<file path="src/hw/rtl/wfa_pkg.sv">
// shared widths, register indexes and the item type passed between the
// accumulator, divider and blend stages of the weighted federated average
// no dependencies
package wfa_pkg;

    localparam int NODE_W     = 6;
    localparam int POS_W      = 12;
    localparam int WEIGHT_W   = 32;
    localparam int SUM_W      = 38;
    localparam int COUNT_W    = 7;
    localparam int ALPHA_W    = 17;
    localparam int PROD_W     = 50;
    localparam int ACC_W      = 56;
    localparam int CFG_IDX_W  = 1;
    localparam int CFG_DATA_W = 17;

    localparam logic [ALPHA_W-1:0] ALPHA_ONE = 17'd65536;

    localparam logic [CFG_IDX_W-1:0] CFG_NODE_COUNT   = 1'd0;
    localparam logic [CFG_IDX_W-1:0] CFG_BLEND_FACTOR = 1'd1;

    // one position on its way to the output: val is the sum, later the average
    typedef struct packed {
        logic [POS_W-1:0]         pos;
        logic signed [SUM_W-1:0]  val;
        logic [COUNT_W-1:0]       count;
        logic signed [PROD_W-1:0] pa;
        logic [ALPHA_W-1:0]       beta;
    } avg_item_t;

endpackage

</file>
<file path="src/hw/rtl/wfa_div.sv">
// pipelined signed divide of the node sum by the node count, truncating
// toward zero: magnitude stage, eight quotient bits per stage, sign fix
// depends on wfa_pkg
module wfa_div (
    input  logic               aclk,
    input  logic               aresetn,
    input  logic               in_valid,
    output logic               in_ready,
    input  wfa_pkg::avg_item_t in_item,
    output logic               out_valid,
    input  logic               out_ready,
    output wfa_pkg::avg_item_t out_item
);

    localparam int SUM_W     = wfa_pkg::SUM_W;
    localparam int COUNT_W   = wfa_pkg::COUNT_W;
    localparam int STEP_BITS = 8;
    localparam int STEPS     = (SUM_W + STEP_BITS - 1) / STEP_BITS;
    localparam int DIV_W     = STEPS * STEP_BITS;
    localparam int REM_W     = COUNT_W - 1;
    localparam int NST       = STEPS + 2;

    typedef struct packed {
        logic [wfa_pkg::POS_W-1:0]         pos;
        logic [DIV_W-1:0]                  work;
        logic [REM_W-1:0]                  rem;
        logic                              neg;
        logic [COUNT_W-1:0]                count;
        logic signed [wfa_pkg::PROD_W-1:0] pa;
        logic [wfa_pkg::ALPHA_W-1:0]       beta;
    } div_stage_t;

    // restoring division, quotient bits shift into the low end of work
    function automatic div_stage_t div_step(input div_stage_t s);
        div_stage_t     r;
        logic [REM_W:0] t;
        r = s;
        for (int i = 0; i < STEP_BITS; i++) begin
            t      = {r.rem, r.work[DIV_W-1]};
            r.work = {r.work[DIV_W-2:0], 1'b0};
            if (t >= r.count) begin
                t         = t - r.count;
                r.work[0] = 1'b1;
            end
            r.rem = t[REM_W-1:0];
        end
        return r;
    endfunction

    logic [NST-1:0]     v_reg;
    logic [NST-1:0]     rdy;
    div_stage_t         st_reg [NST-1];
    div_stage_t         nxt    [NST-1];
    wfa_pkg::avg_item_t out_reg;
    wfa_pkg::avg_item_t fix;
    logic [SUM_W-1:0]   mag;
    logic [SUM_W-1:0]   quo;

    always_comb begin
        rdy[NST-1] = !v_reg[NST-1] || out_ready;
        for (int k = NST - 2; k >= 0; k--) begin
            rdy[k] = !v_reg[k] || rdy[k+1];
        end
    end

    assign in_ready = rdy[0];

    always_comb begin
        mag = in_item.val[SUM_W-1] ? SUM_W'(-in_item.val) : in_item.val;
        nxt[0].pos   = in_item.pos;
        nxt[0].work  = DIV_W'(mag);
        nxt[0].rem   = '0;
        nxt[0].neg   = in_item.val[SUM_W-1];
        nxt[0].count = in_item.count;
        nxt[0].pa    = in_item.pa;
        nxt[0].beta  = in_item.beta;
        for (int k = 1; k < NST - 1; k++) begin
            nxt[k] = div_step(st_reg[k-1]);
        end
    end

    always_comb begin
        quo        = st_reg[NST-2].work[SUM_W-1:0];
        fix.pos    = st_reg[NST-2].pos;
        fix.val    = st_reg[NST-2].neg ? -quo : quo;
        fix.count  = st_reg[NST-2].count;
        fix.pa     = st_reg[NST-2].pa;
        fix.beta   = st_reg[NST-2].beta;
    end

    always_ff @(posedge aclk) begin
        if (!aresetn) begin
            v_reg <= '0;
        end else begin
            if (rdy[0]) begin
                v_reg[0] <= in_valid;
            end
            for (int k = 1; k < NST; k++) begin
                if (rdy[k]) begin
                    v_reg[k] <= v_reg[k-1];
                end
            end
        end
    end

    always_ff @(posedge aclk) begin
        for (int k = 0; k < NST - 1; k++) begin
            if (rdy[k]) begin
                st_reg[k] <= nxt[k];
            end
        end
        if (rdy[NST-1]) begin
            out_reg <= fix;
        end
    end

    assign out_valid = v_reg[NST-1];
    assign out_item  = out_reg;

endmodule

</file>
<file path="config.mk">
export PLATFORM = sky130hd
export DESIGN_NAME = wfa_div
export DESIGN_NICKNAME = d
export VERILOG_FILES = /design/src/hw/rtl/wfa_pkg.sv /design/src/hw/rtl/wfa_div.sv
export SDC_FILE = /design/constraint.sdc
export NUM_CORES = 1
export LEC_CHECK = 0
export BUFFER_PORTS_ARGS = -buffer_cell sky130_fd_sc_hd__buf_4
export CAP_MARGIN = 5
export CORE_MARGIN = 3
export CORE_UTILIZATION = 45
export DETAILED_ROUTE_END_ITERATION = 8
export PLACE_DENSITY = 0.65
export REMOVE_ABC_BUFFERS = 1
export SETUP_SLACK_MARGIN = 0.5
export SLEW_MARGIN = 40
export SYNTH_ARGS = -nofsm -noshare
export SYNTH_HDL_FRONTEND = slang
export SYNTH_SLANG_ARGS = --single-unit
</file>
<file path="constraint.sdc">
create_clock -name aclk -period 35.2 [get_ports aclk]
set_input_delay 5.28 -clock aclk [delete_from_list [all_inputs] [get_ports aclk]]
set_output_delay 5.28 -clock aclk [all_outputs]
set_load 0.02 [all_outputs]
</file>
==> flow_summary.ini <==
[timing]
rsz0062_at_grt = no
hold_ws_ns = 0.396
setup_viol = 0
fin_crit_ns = 17.36
tightestPinTransition_ns = 0.835
max_slew_margin = 0.443
clock_skew_ns = 0.0404
fin_setup_tns_ns = 0
hold_violations = 0
post-route-period-util = 0.493
slew_violations = 0
fin_ws_ns = 17.84
fmax_mhz = 57.6

[logic_synthesis]
yosysSeqAreaShare = 0.648
synth_area_um2 = 41800
synth_cell_type_count = 75
yosys.area.top_type = edfxtp_1
yosys.area.top_type_share = 0.645
ys_ff_latch = 905
avgSynthCellArea_um2 = 14.3
async_flop_share = 0
synth_cells = 2933
ys_warn_count = 0
synth_top_flop_cell = edfxtp_1
synth_enable_flop_cells = 898
yosys-top-cells-area = edfxtp_1 (65%), ha_1 (8.2%), xnor2_1 (2.9%)

[global_routing]
grt_pass1_vias = 24000
grt_start_max_net_pins = 81
grt.overflow.total = 0
antenna_found_initial = 7
grt_first_pass_wirelength_um = 137000
grt_use_total = 0.183

[die]
die_area_um2 = 96600
die_w_um = 311
start_util = 0.455
boundaryPins = 254
num_rows = 111
core_region_area_um2 = 91900
die_y_um = 311

[clock_tree]
cts-root-buf = clkbuf_16
cts.htree.levels = 3
cts_hold_buf = 0
cts.sinks = 905
clk_pin_slew_ns = 0.06
cts_tree = yes
cts_resized = 0
numCtsBuffers = 93
clock_latency_ns = 0.66
clockBufferDepth = 3
post_cts_buffers = 0

[detailed_routing]
route.detailed.drc = 0
initialDrtViolationCount = 1503
via_per_inst = 5.25
wire_per_inst_um = 19.4
drt-total-wl_um = 89400
dr.pass1.iters = 5
ant_nets = 0
num_vias = 24100

[critical_path]
regToRegSetupSlack_ns = 17.84
reg2reg_from = st_reg[2][68]
cp_slowest_stage_delay_ns = 0.68
rr_worst_depth = 61
path_common_cell = ha_1
critPathTopFamily = compound AO/OA/AOI/OAI gates
path_class = flop to flop
cpMaxStageDelayCell = a2111oi_0
path_max_fanout = 13
cp_data_arrival_time_ns = 17.84
worstReg2RegEnd = st_reg[3][78]
setup.worst_path.start_class = flop
cp.required_ns = 35.68
worstPathBufferInverterCount = 8
end_kind = flop

[worst_hold_path]
hold_path_startpoint = st_reg[3][82]
hold_end = st_reg[4][90]
min_path_type = flop to flop
holdPathStages = 0

[layout]
fillCellCount = 7674
nNetsFinal = 3716
fin_area_um2 = 48400
area_growth_syn_to_layout_pct = 15.7
drive_gt1_frac = 0.149
largest_reg_flops = 774

[place]
place_congestion = 0.884
place_hpwl_um = 63700
portBuffers = 253
place_ws_ns = 17.95
placed_cell_area_um2 = 45300

[run]
maxCapViolCount = 0

[run_status]
outcome = completed
-- cells by family after synthesis --
logic type,synth area share
flip-flops,0.648
AO/OA/AOI/OAI,0.102
AND/OR/NAND/NOR,0.0648
adder cells (fa/ha/maj),0.100
buffers and inverters,0.0210
XOR/XNOR,0.0400
multiplexers,0.0239
-- metrics by stage --
stage                     utilization  instances
after global placement          0.493       4424
after floorplan                     -       2914
after CTS                       0.526       4589
after global routing            0.526       4594
after detailed placement        0.493       4424
final                           0.526       4596
-- layout make-up --
type / instances / area [µm²] / share of cell area
clock inverter: 51 / 528 / 0.0109
sequential: 905 / 27100 / 0.561
multi-input combinational: 1794 / 13800 / 0.286
antenna: 7 / 17.5 / 0.000362
inverter: 215 / 832 / 0.0172
tap: 1243 / 1560 / 0.0322
clock buffer: 114 / 2450 / 0.0506
timing repair buffer: 267 / 2020 / 0.0418
-- synthesized netlist by cell type (5+ instances only) --
library cell	number
a2111oi_0	5
a211o_1	6
a211oi_1	21
a21boi_0	6
a21o_1	81
a21oi_1	171
a221o_1	5
a311oi_1	11
a31o_2	5
a31oi_1	17
a41oi_1	5
and2_1	16
and3_1	17
clkbuf_1	19
clkinv_1	12
dfxtp_1	7
edfxtp_1	898
fa_1	37
ha_1	275
inv_1	202
mux2_2	69
mux2i_1	22
nand2_1	146
nand2b_1	43
nand3_1	30
nand3b_1	5
nand4_1	15
nor2_1	140
nor2b_1	51
nor3_1	26
nor4_1	5
o211ai_1	15
o21a_1	53
o21ai_0	135
o21bai_1	10
o22ai_1	5
o31a_1	22
o31ai_1	39
o41ai_1	7
or2_2	9
or3_1	21
or4_1	10
xnor2_1	139
xor2_1	52
-- placed cells by master, fill, tap and decap left out, types with 30 or more instances in the layout --
cell and n:
clkbuf_16 95, nand2_1 143, o21ai_0 135, nor2b_1 51, edfxtp_1 898, o31ai_1 39
nor2_1 140, o21a_1 53, fa_1 37, clkinv_1 32, buf_4 262, a21o_1 81
nand3_1 30, ha_1 275, xor2_1 52, nand2b_1 43, inv_1 198, mux2_2 69
a21oi_1 169, xnor2_1 139
-- worst max-delay path by stage --
stage | endpoint | start | cells after the start
floorplan | in_ready | out_ready | 5
detailed placement | st_reg[4][77] | st_reg[3][68] | 57
global route | st_reg[3][78] | st_reg[2][68] | 60
global placement | st_reg[4][78] | st_reg[3][68] | 57
CTS | st_reg[4][77] | st_reg[3][68] | 57
finish | st_reg[3][78] | st_reg[2][68] | 61
-- layer usage --
layer  vias to the layer above  global-route usage  wire length (µm)
met5                         -                   0                 0
met4                         0              0.0635              2550
met3                       136              0.0267              4120
met2                       516               0.307             42900
met1                     11600               0.245             39800
li1                      11800                   -                 -
-- worst reg2reg max path, delay by kind of cell, from the launching register on --
| family | cells | cell delay (ns) |
|---|---|---|
| flip-flops | 1 | 0.57 |
| AO/OA/AOI/OAI | 29 | 8.28 |
| AND/OR/NAND/NOR | 15 | 3.44 |
| adder cells (fa/ha/maj) | 8 | 2.33 |
| buffers and inverters | 8 | 2.22 |
| multiplexers | 1 | 0.39 |
Power is not shown: default switching activity piles up to over one toggle a cycle in this logic, so the estimate is an artifact.
