**src/hw/rtl/wfa_pkg.sv**
```systemverilog
// shared widths, register indexes and the item type passed between the
// accumulator, divider and blend stages of the weighted federated average
// no dependencies
package wfa_pkg;

    localparam int NODE_W     = 6;
    localparam int POS_W      = 12;
    localparam int WEIGHT_W   = 32;
    localparam int SUM_W      = 38;
    localparam int COUNT_W    = 7;
    localparam int ALPHA_W    = 17;
    localparam int PROD_W     = 50;
    localparam int ACC_W      = 56;
    localparam int CFG_IDX_W  = 1;
    localparam int CFG_DATA_W = 17;

    localparam logic [ALPHA_W-1:0] ALPHA_ONE = 17'd65536;

    localparam logic [CFG_IDX_W-1:0] CFG_NODE_COUNT   = 1'd0;
    localparam logic [CFG_IDX_W-1:0] CFG_BLEND_FACTOR = 1'd1;

    // one position on its way to the output: val is the sum, later the average
    typedef struct packed {
        logic [POS_W-1:0]         pos;
        logic signed [SUM_W-1:0]  val;
        logic [COUNT_W-1:0]       count;
        logic signed [PROD_W-1:0] pa;
        logic [ALPHA_W-1:0]       beta;
    } avg_item_t;

endpackage

```
**src/hw/rtl/wfa_blend.sv**
```systemverilog
// blend of start weight and average: split multiply over three stages,
// floor shift by 16 and saturation into the output register
// depends on wfa_pkg
module wfa_blend (
    input  logic                                aclk,
    input  logic                                aresetn,
    input  logic                                in_valid,
    output logic                                in_ready,
    input  wfa_pkg::avg_item_t                  in_item,
    output logic                                out_valid,
    input  logic                                out_ready,
    output logic [wfa_pkg::POS_W-1:0]           result_position,
    output logic signed [wfa_pkg::WEIGHT_W-1:0] blended_weight
);

    localparam int SUM_W    = wfa_pkg::SUM_W;
    localparam int ACC_W    = wfa_pkg::ACC_W;
    localparam int PROD_W   = wfa_pkg::PROD_W;
    localparam int ALPHA_W  = wfa_pkg::ALPHA_W;
    localparam int WEIGHT_W = wfa_pkg::WEIGHT_W;
    localparam int LO_W     = 19;
    localparam int HI_W     = SUM_W - LO_W;
    localparam int PLO_W    = ALPHA_W + LO_W;
    localparam int PHI_W    = ALPHA_W + 1 + HI_W;
    localparam int SH       = 16;
    localparam int SAT_W    = ACC_W - SH;
    localparam int NST      = 4;

    logic [NST-1:0] v_reg;
    logic [NST-1:0] rdy;

    logic [wfa_pkg::POS_W-1:0]  b1_pos_reg;
    logic signed [PROD_W-1:0]   b1_pa_reg;
    logic [ALPHA_W-1:0]         b1_beta_reg;
    logic signed [HI_W-1:0]     b1_hi_reg;
    logic [PLO_W-1:0]           b1_plo_reg;

    logic [wfa_pkg::POS_W-1:0]  b2_pos_reg;
    logic signed [ACC_W-1:0]    b2_part_reg;
    logic signed [PHI_W-1:0]    b2_phi_reg;

    logic [wfa_pkg::POS_W-1:0]  b3_pos_reg;
    logic signed [ACC_W-1:0]    b3_acc_reg;

    logic [wfa_pkg::POS_W-1:0]  pos_reg;
    logic signed [WEIGHT_W-1:0] weight_reg;

    logic [PLO_W-1:0]           plo;
    logic signed [PHI_W-1:0]    phi;
    logic signed [ACC_W-1:0]    part;
    logic signed [ACC_W-1:0]    acc;
    logic signed [SAT_W-1:0]    shifted;
    logic                       fits;
    logic signed [WEIGHT_W-1:0] sat;

    always_comb begin
        rdy[NST-1] = !v_reg[NST-1] || out_ready;
        for (int k = NST - 2; k >= 0; k--) begin
            rdy[k] = !v_reg[k] || rdy[k+1];
        end
    end

    assign in_ready = rdy[0];

    // average = hi * 2^19 + lo, lo taken unsigned
    assign plo  = in_item.beta * in_item.val[LO_W-1:0];
    assign phi  = $signed({1'b0, b1_beta_reg}) * b1_hi_reg;
    assign part = $signed({{(ACC_W-PROD_W){b1_pa_reg[PROD_W-1]}}, b1_pa_reg})
                + $signed({{(ACC_W-PLO_W){1'b0}}, b1_plo_reg});
    assign acc  = b2_part_reg
                + ($signed({{(ACC_W-PHI_W){b2_phi_reg[PHI_W-1]}}, b2_phi_reg}) <<< LO_W);

    // dropping the low 16 bits rounds toward minus infinity
    assign shifted = b3_acc_reg[ACC_W-1:SH];
    assign fits    = (shifted[SAT_W-1:WEIGHT_W-1] == '0)
                  || (shifted[SAT_W-1:WEIGHT_W-1] == '1);
    assign sat     = fits ? shifted[WEIGHT_W-1:0]
                   : (shifted[SAT_W-1] ? {1'b1, {(WEIGHT_W-1){1'b0}}}
                                       : {1'b0, {(WEIGHT_W-1){1'b1}}});

    always_ff @(posedge aclk) begin
        if (!aresetn) begin
            v_reg <= '0;
        end else begin
            if (rdy[0]) begin
                v_reg[0] <= in_valid;
            end
            for (int k = 1; k < NST; k++) begin
                if (rdy[k]) begin
                    v_reg[k] <= v_reg[k-1];
                end
            end
        end
    end

    always_ff @(posedge aclk) begin
        if (rdy[0]) begin
            b1_pos_reg  <= in_item.pos;
            b1_pa_reg   <= in_item.pa;
            b1_beta_reg <= in_item.beta;
            b1_hi_reg   <= in_item.val[SUM_W-1:LO_W];
            b1_plo_reg  <= plo;
        end
        if (rdy[1]) begin
            b2_pos_reg  <= b1_pos_reg;
            b2_part_reg <= part;
            b2_phi_reg  <= phi;
        end
        if (rdy[2]) begin
            b3_pos_reg <= b2_pos_reg;
            b3_acc_reg <= acc;
        end
        if (rdy[3]) begin
            pos_reg    <= b3_pos_reg;
            weight_reg <= sat;
        end
    end

    assign out_valid       = v_reg[NST-1];
    assign result_position = pos_reg;
    assign blended_weight  = weight_reg;

endmodule

```
**config.mk**
```make
export PLATFORM = sky130hd
export DESIGN_NAME = wfa_blend
export DESIGN_NICKNAME = d
export VERILOG_FILES = /design/src/hw/rtl/wfa_pkg.sv /design/src/hw/rtl/wfa_blend.sv
export SDC_FILE = /design/constraint.sdc
export NUM_CORES = 2
export LEC_CHECK = 0
export ABC_AREA = 1
export BUFFER_PORTS_ARGS = -buffer_cell sky130_fd_sc_hd__buf_2
export CAP_MARGIN = 15
export CORE_UTILIZATION = 30
export CTS_CLUSTER_DIAMETER = 50
export DETAILED_ROUTE_END_ITERATION = 12
export PLACE_DENSITY = 0.43
export SETUP_SLACK_MARGIN = 0.05
export SYNTH_ARGS = -nofsm -noshare
export SYNTH_HDL_FRONTEND = slang
export SYNTH_SLANG_ARGS = --single-unit
```
**constraint.sdc**
```tcl
create_clock -name aclk -period 12.6 [get_ports aclk]
set_input_delay 0 -clock aclk [delete_from_list [all_inputs] [get_ports aclk]]
set_output_delay 0 -clock aclk [all_outputs]
set_load 0.02 [all_outputs]
```
==> flow_summary_export.csv <==
group,metric,value,unit
outcome,status,"complete, no violations",
synthesis,synth_enable_flop_cells,314,
sta,setup_tns,0,ns
cts,root_buffer,"clkbuf_16",
detailed_routing,post-route-drc-count,0,
sta,slew_violations,0,
worst_setup_path,cp_slowest_cell,"fa_1",
global_route,overflow,0,
worst_setup_path,cp-startpoint,"b1_hi_reg[18]$_DFFE_PP_",
sta,max_freq,152,MHz
worst_setup_path,cp-end-kind,"flop",
synthesis,ys_async_sr_fraction,0,%
global_route,grt_usage,17.6,%
finish,area_delta_synth_final,13.0,%
worst_setup_path,startpoint_type,"flop",
detailed_routing,wire_per_inst,16.8,µm
worst_setup_path,reg2reg_from,"b1_hi_reg[18]$_DFFE_PP_",
min_path,hp-class,"input port to flop",
cts,cts_sinks,318,
worst_setup_path,path_max_fanout,17,
finish,largest_reg_flops,50,
worst_setup_path,cpPeakStageDelay,0.90,ns
flow_run,cap_violations,0,
finish,drive_gt1_share,5.69,%
detailed_routing,drtAntennaViolNets,0,
synthesis,syn_nets,5964,
floorplanning,fp.dieH,368,µm
synthesis,ys_seq_area_share,23.7,%
floorplanning,core,132000,µm²
worst_setup_path,rrSetupSlack,6.03,ns
cts,cts_tree,"done",
detailed_routing,drtPass1Iterations,6,
detailed_routing,finalWirelength,117000,µm
synthesis,syn_area,40200,µm²
worst_setup_path,cpMostUsedCell,"fa_1",
synthesis,yosys_warnings,0,
synthesis,synthTopCellsByArea,"fa_1 (29%), edfxtp_1 (23%), nand2_1 (14%)",
synthesis,ys.flop_type,"edfxtp_1",
floorplanning,start_util,30.4,%
detailed_routing,vias,30783,
detailed_routing,initialDrtViolationCount,1607,
finish,nNetsFinal,6150,
sta,maxSlewHeadroom,32.7,%
cts,htree_levels,2,
sta,report.final.hold_viol_count,0,
cts,clock_path_buffers,3,
worst_setup_path,path_class,"flop to flop",
sta,setup_viol,0,
synthesis,synthCells,4982,
synthesis,yosys.area.top_type,"fa_1",
sta,tightest_slew,1.01,ns
cts,cts_buffers,49,
worst_setup_path,crit_chain,"nand2_1 -> inv_1 -> fa_1 -> fa_1 -> fa_1 -> fa_1 -> fa_1 -> inv_1 -> fa_1 -> inv_1 -> ha_1 -> a21oi_1 -> a21boi_0 -> o21ai_0 -> a21oi_1 -> nand2_1 -> nand2_1 -> nand2_1",
sta,holdWs,0.0864,ns
finish,multi_input_area,25100,µm²
cts,cts_resized,0,
placement,dp_hpwl,95300,µm
worst_setup_path,critPathArrivalTime,6.90,ns
sta,fin_worst_skew,0.0366,ns
worst_setup_path,worstPathRequired,12.93,ns
sta,period_needed,6.57,ns
worst_setup_path,reg2reg_depth,18,
cts,postCtsSetupRepairBufs,0,
finish,seqCellArea,9510,µm²
floorplanning,fp.dieArea,135000,µm²
floorplanning,num_rows,133,
floorplanning,die_w,368,µm
finish,fillers,14127,
sta,rsz0062_at_grt,"false",
placement,dp.cells,6770,
worst_setup_path,crit_end,"b2_phi_reg[33]$_DFFE_PP_",
worst_setup_path,r2r-end,"b2_phi_reg[33]$_DFFE_PP_",
synthesis,synth_seq_cells,318,
global_route,grt_pass1_vias,32246,
synthesis,synth_top_area_share,28.9,%
finish,fin_cells,6962,
global_route,antenna_found_initial,8,
sta,min_period_over_period,52.1,%
synthesis,synth_cell_types,42,
placement,port-buffer-count,166,
global_route,grt_pass1_wl,184000,µm
cts,clock_latency,0.63,ns
placement,gp_congestion,0.918,
detailed_routing,avgViaCountPerCell,4.42,
floorplanning,pin_count,174,
synthesis,syn_avg_cell_area,8.07,µm²
global_route,grt_max_degree,69,
cts,clk_pin_slew,0.05,ns
==> per-stage QoR <==
| step | utilization, % | worst slack [ns] | area [µm²] |
|---|---|---|---|
| after global routing | 34.3 | 5.64 | 45400 |
| final | 34.3 | 6.03 | 45400 |
| after floorplan | - | 6.37 | 40200 |
| after detailed placement | 32.4 | 6.04 | 42800 |
| after CTS | 34.3 | 6.04 | 45400 |
| after global placement | 32.4 | 6.06 | 42800 |
==> cell type report <==
class | count | area share [%]
Tap cell | 1755 | 4.84
Sequential cell | 318 | 20.9
Antenna cell | 3 | 0.0165
Inverter | 1335 | 11.0
Multi-Input combinational cell | 3177 | 55.3
Timing Repair Buffer | 287 | 4.40
Clock inverter | 31 | 0.727
Clock buffer | 56 | 2.76
==> cell usage in the layout, fill, tap and decap left out, types with 8 or more instances in the layout <==
cell / instances
clkbuf_16: 49
xnor2_1: 23
inv_1: 1331
ha_1: 273
buf_2: 166
o21bai_1: 19
dlygate4sd3_1: 101
nor2_1: 241
fa_1: 581
nand3_1: 141
a21oi_1: 131
inv_6: 9
a21o_1: 13
edfxtp_1: 314
nand4_1: 41
xor2_1: 55
nand2_1: 1505
nor3_2: 8
o21ai_0: 56
buf_4: 19
nor3_1: 21
==> worst max-delay path, delay by kind of cell, from the launching register on <==
kind | cells | cell delay, ns
flops | 1 | 0.77
simple gates | 4 | 0.47
compound gates | 4 | 0.93
fa+ha+maj | 7 | 3.83
buf+inv | 3 | 0.27
==> kinds of logic after synthesis <==
kind of cell               count (synthesis)  synth area share (%)
and+or+nand+nor                         1999                  19.9
buffers and inverters                   1487                  13.9
DFF                                      318                  23.7
adders and majority gates                854                  37.4
xor gates and xnor gates                  78                  1.70
AOI/OAI and AO/OA                        246                  3.40
==> layer usage <==
layer,vias up,track usage [%],wire length [µm]
li1,15069,-,-
met1,14974,24.2,54600
met2,608,29.2,54700
met3,132,1.51,4340
met4,0,5.32,3560
met5,-,0,0
==> worst min path at each step <==
stage                       startpoint                       end  slack, ns  cells past startpoint
after floorplan             in_item[0]  b1_beta_reg[0]$_DFFE_PP_        0.1                      0
after global placement    in_item[104]   b1_hi_reg[11]$_DFFE_PP_       0.18                      1
after detailed placement  in_item[100]    b1_hi_reg[7]$_DFFE_PP_       0.18                      1
after CTS                  in_item[21]    b1_pa_reg[4]$_DFFE_PP_       0.03                      2
after global routing       in_item[17]    b1_pa_reg[0]$_DFFE_PP_       0.07                      2
final                      in_item[21]    b1_pa_reg[4]$_DFFE_PP_       0.09                      2
==> synth_stat cells, drive strengths merged (5+ instances only) <==
| cell | count |
|---|---|
| ha | 273 |
| nor4 | 7 |
| a21o | 13 |
| inv | 1335 |
| clkbuf | 131 |
| nand2 | 1511 |
| o21bai | 19 |
| nor3 | 30 |
| a21boi | 8 |
| and3 | 5 |
| nand3b | 5 |
| o21a | 7 |
| a21oi | 132 |
| o21ai | 64 |
| fa | 581 |
| nand3 | 143 |
| nand4 | 41 |
| xnor2 | 23 |
| nor2 | 247 |
| buf | 21 |
| xor2 | 55 |
| edfxtp | 314 |
==> what timing repair did <==
action / CTS / global route
hold endpoints to repair: 103 / 0
hold buffers: 101 / 0
endpoints found under the setup margin: 0 / 0
Power is not shown: default switching activity piles up to over one toggle a cycle in this logic, so the estimate is an artifact.
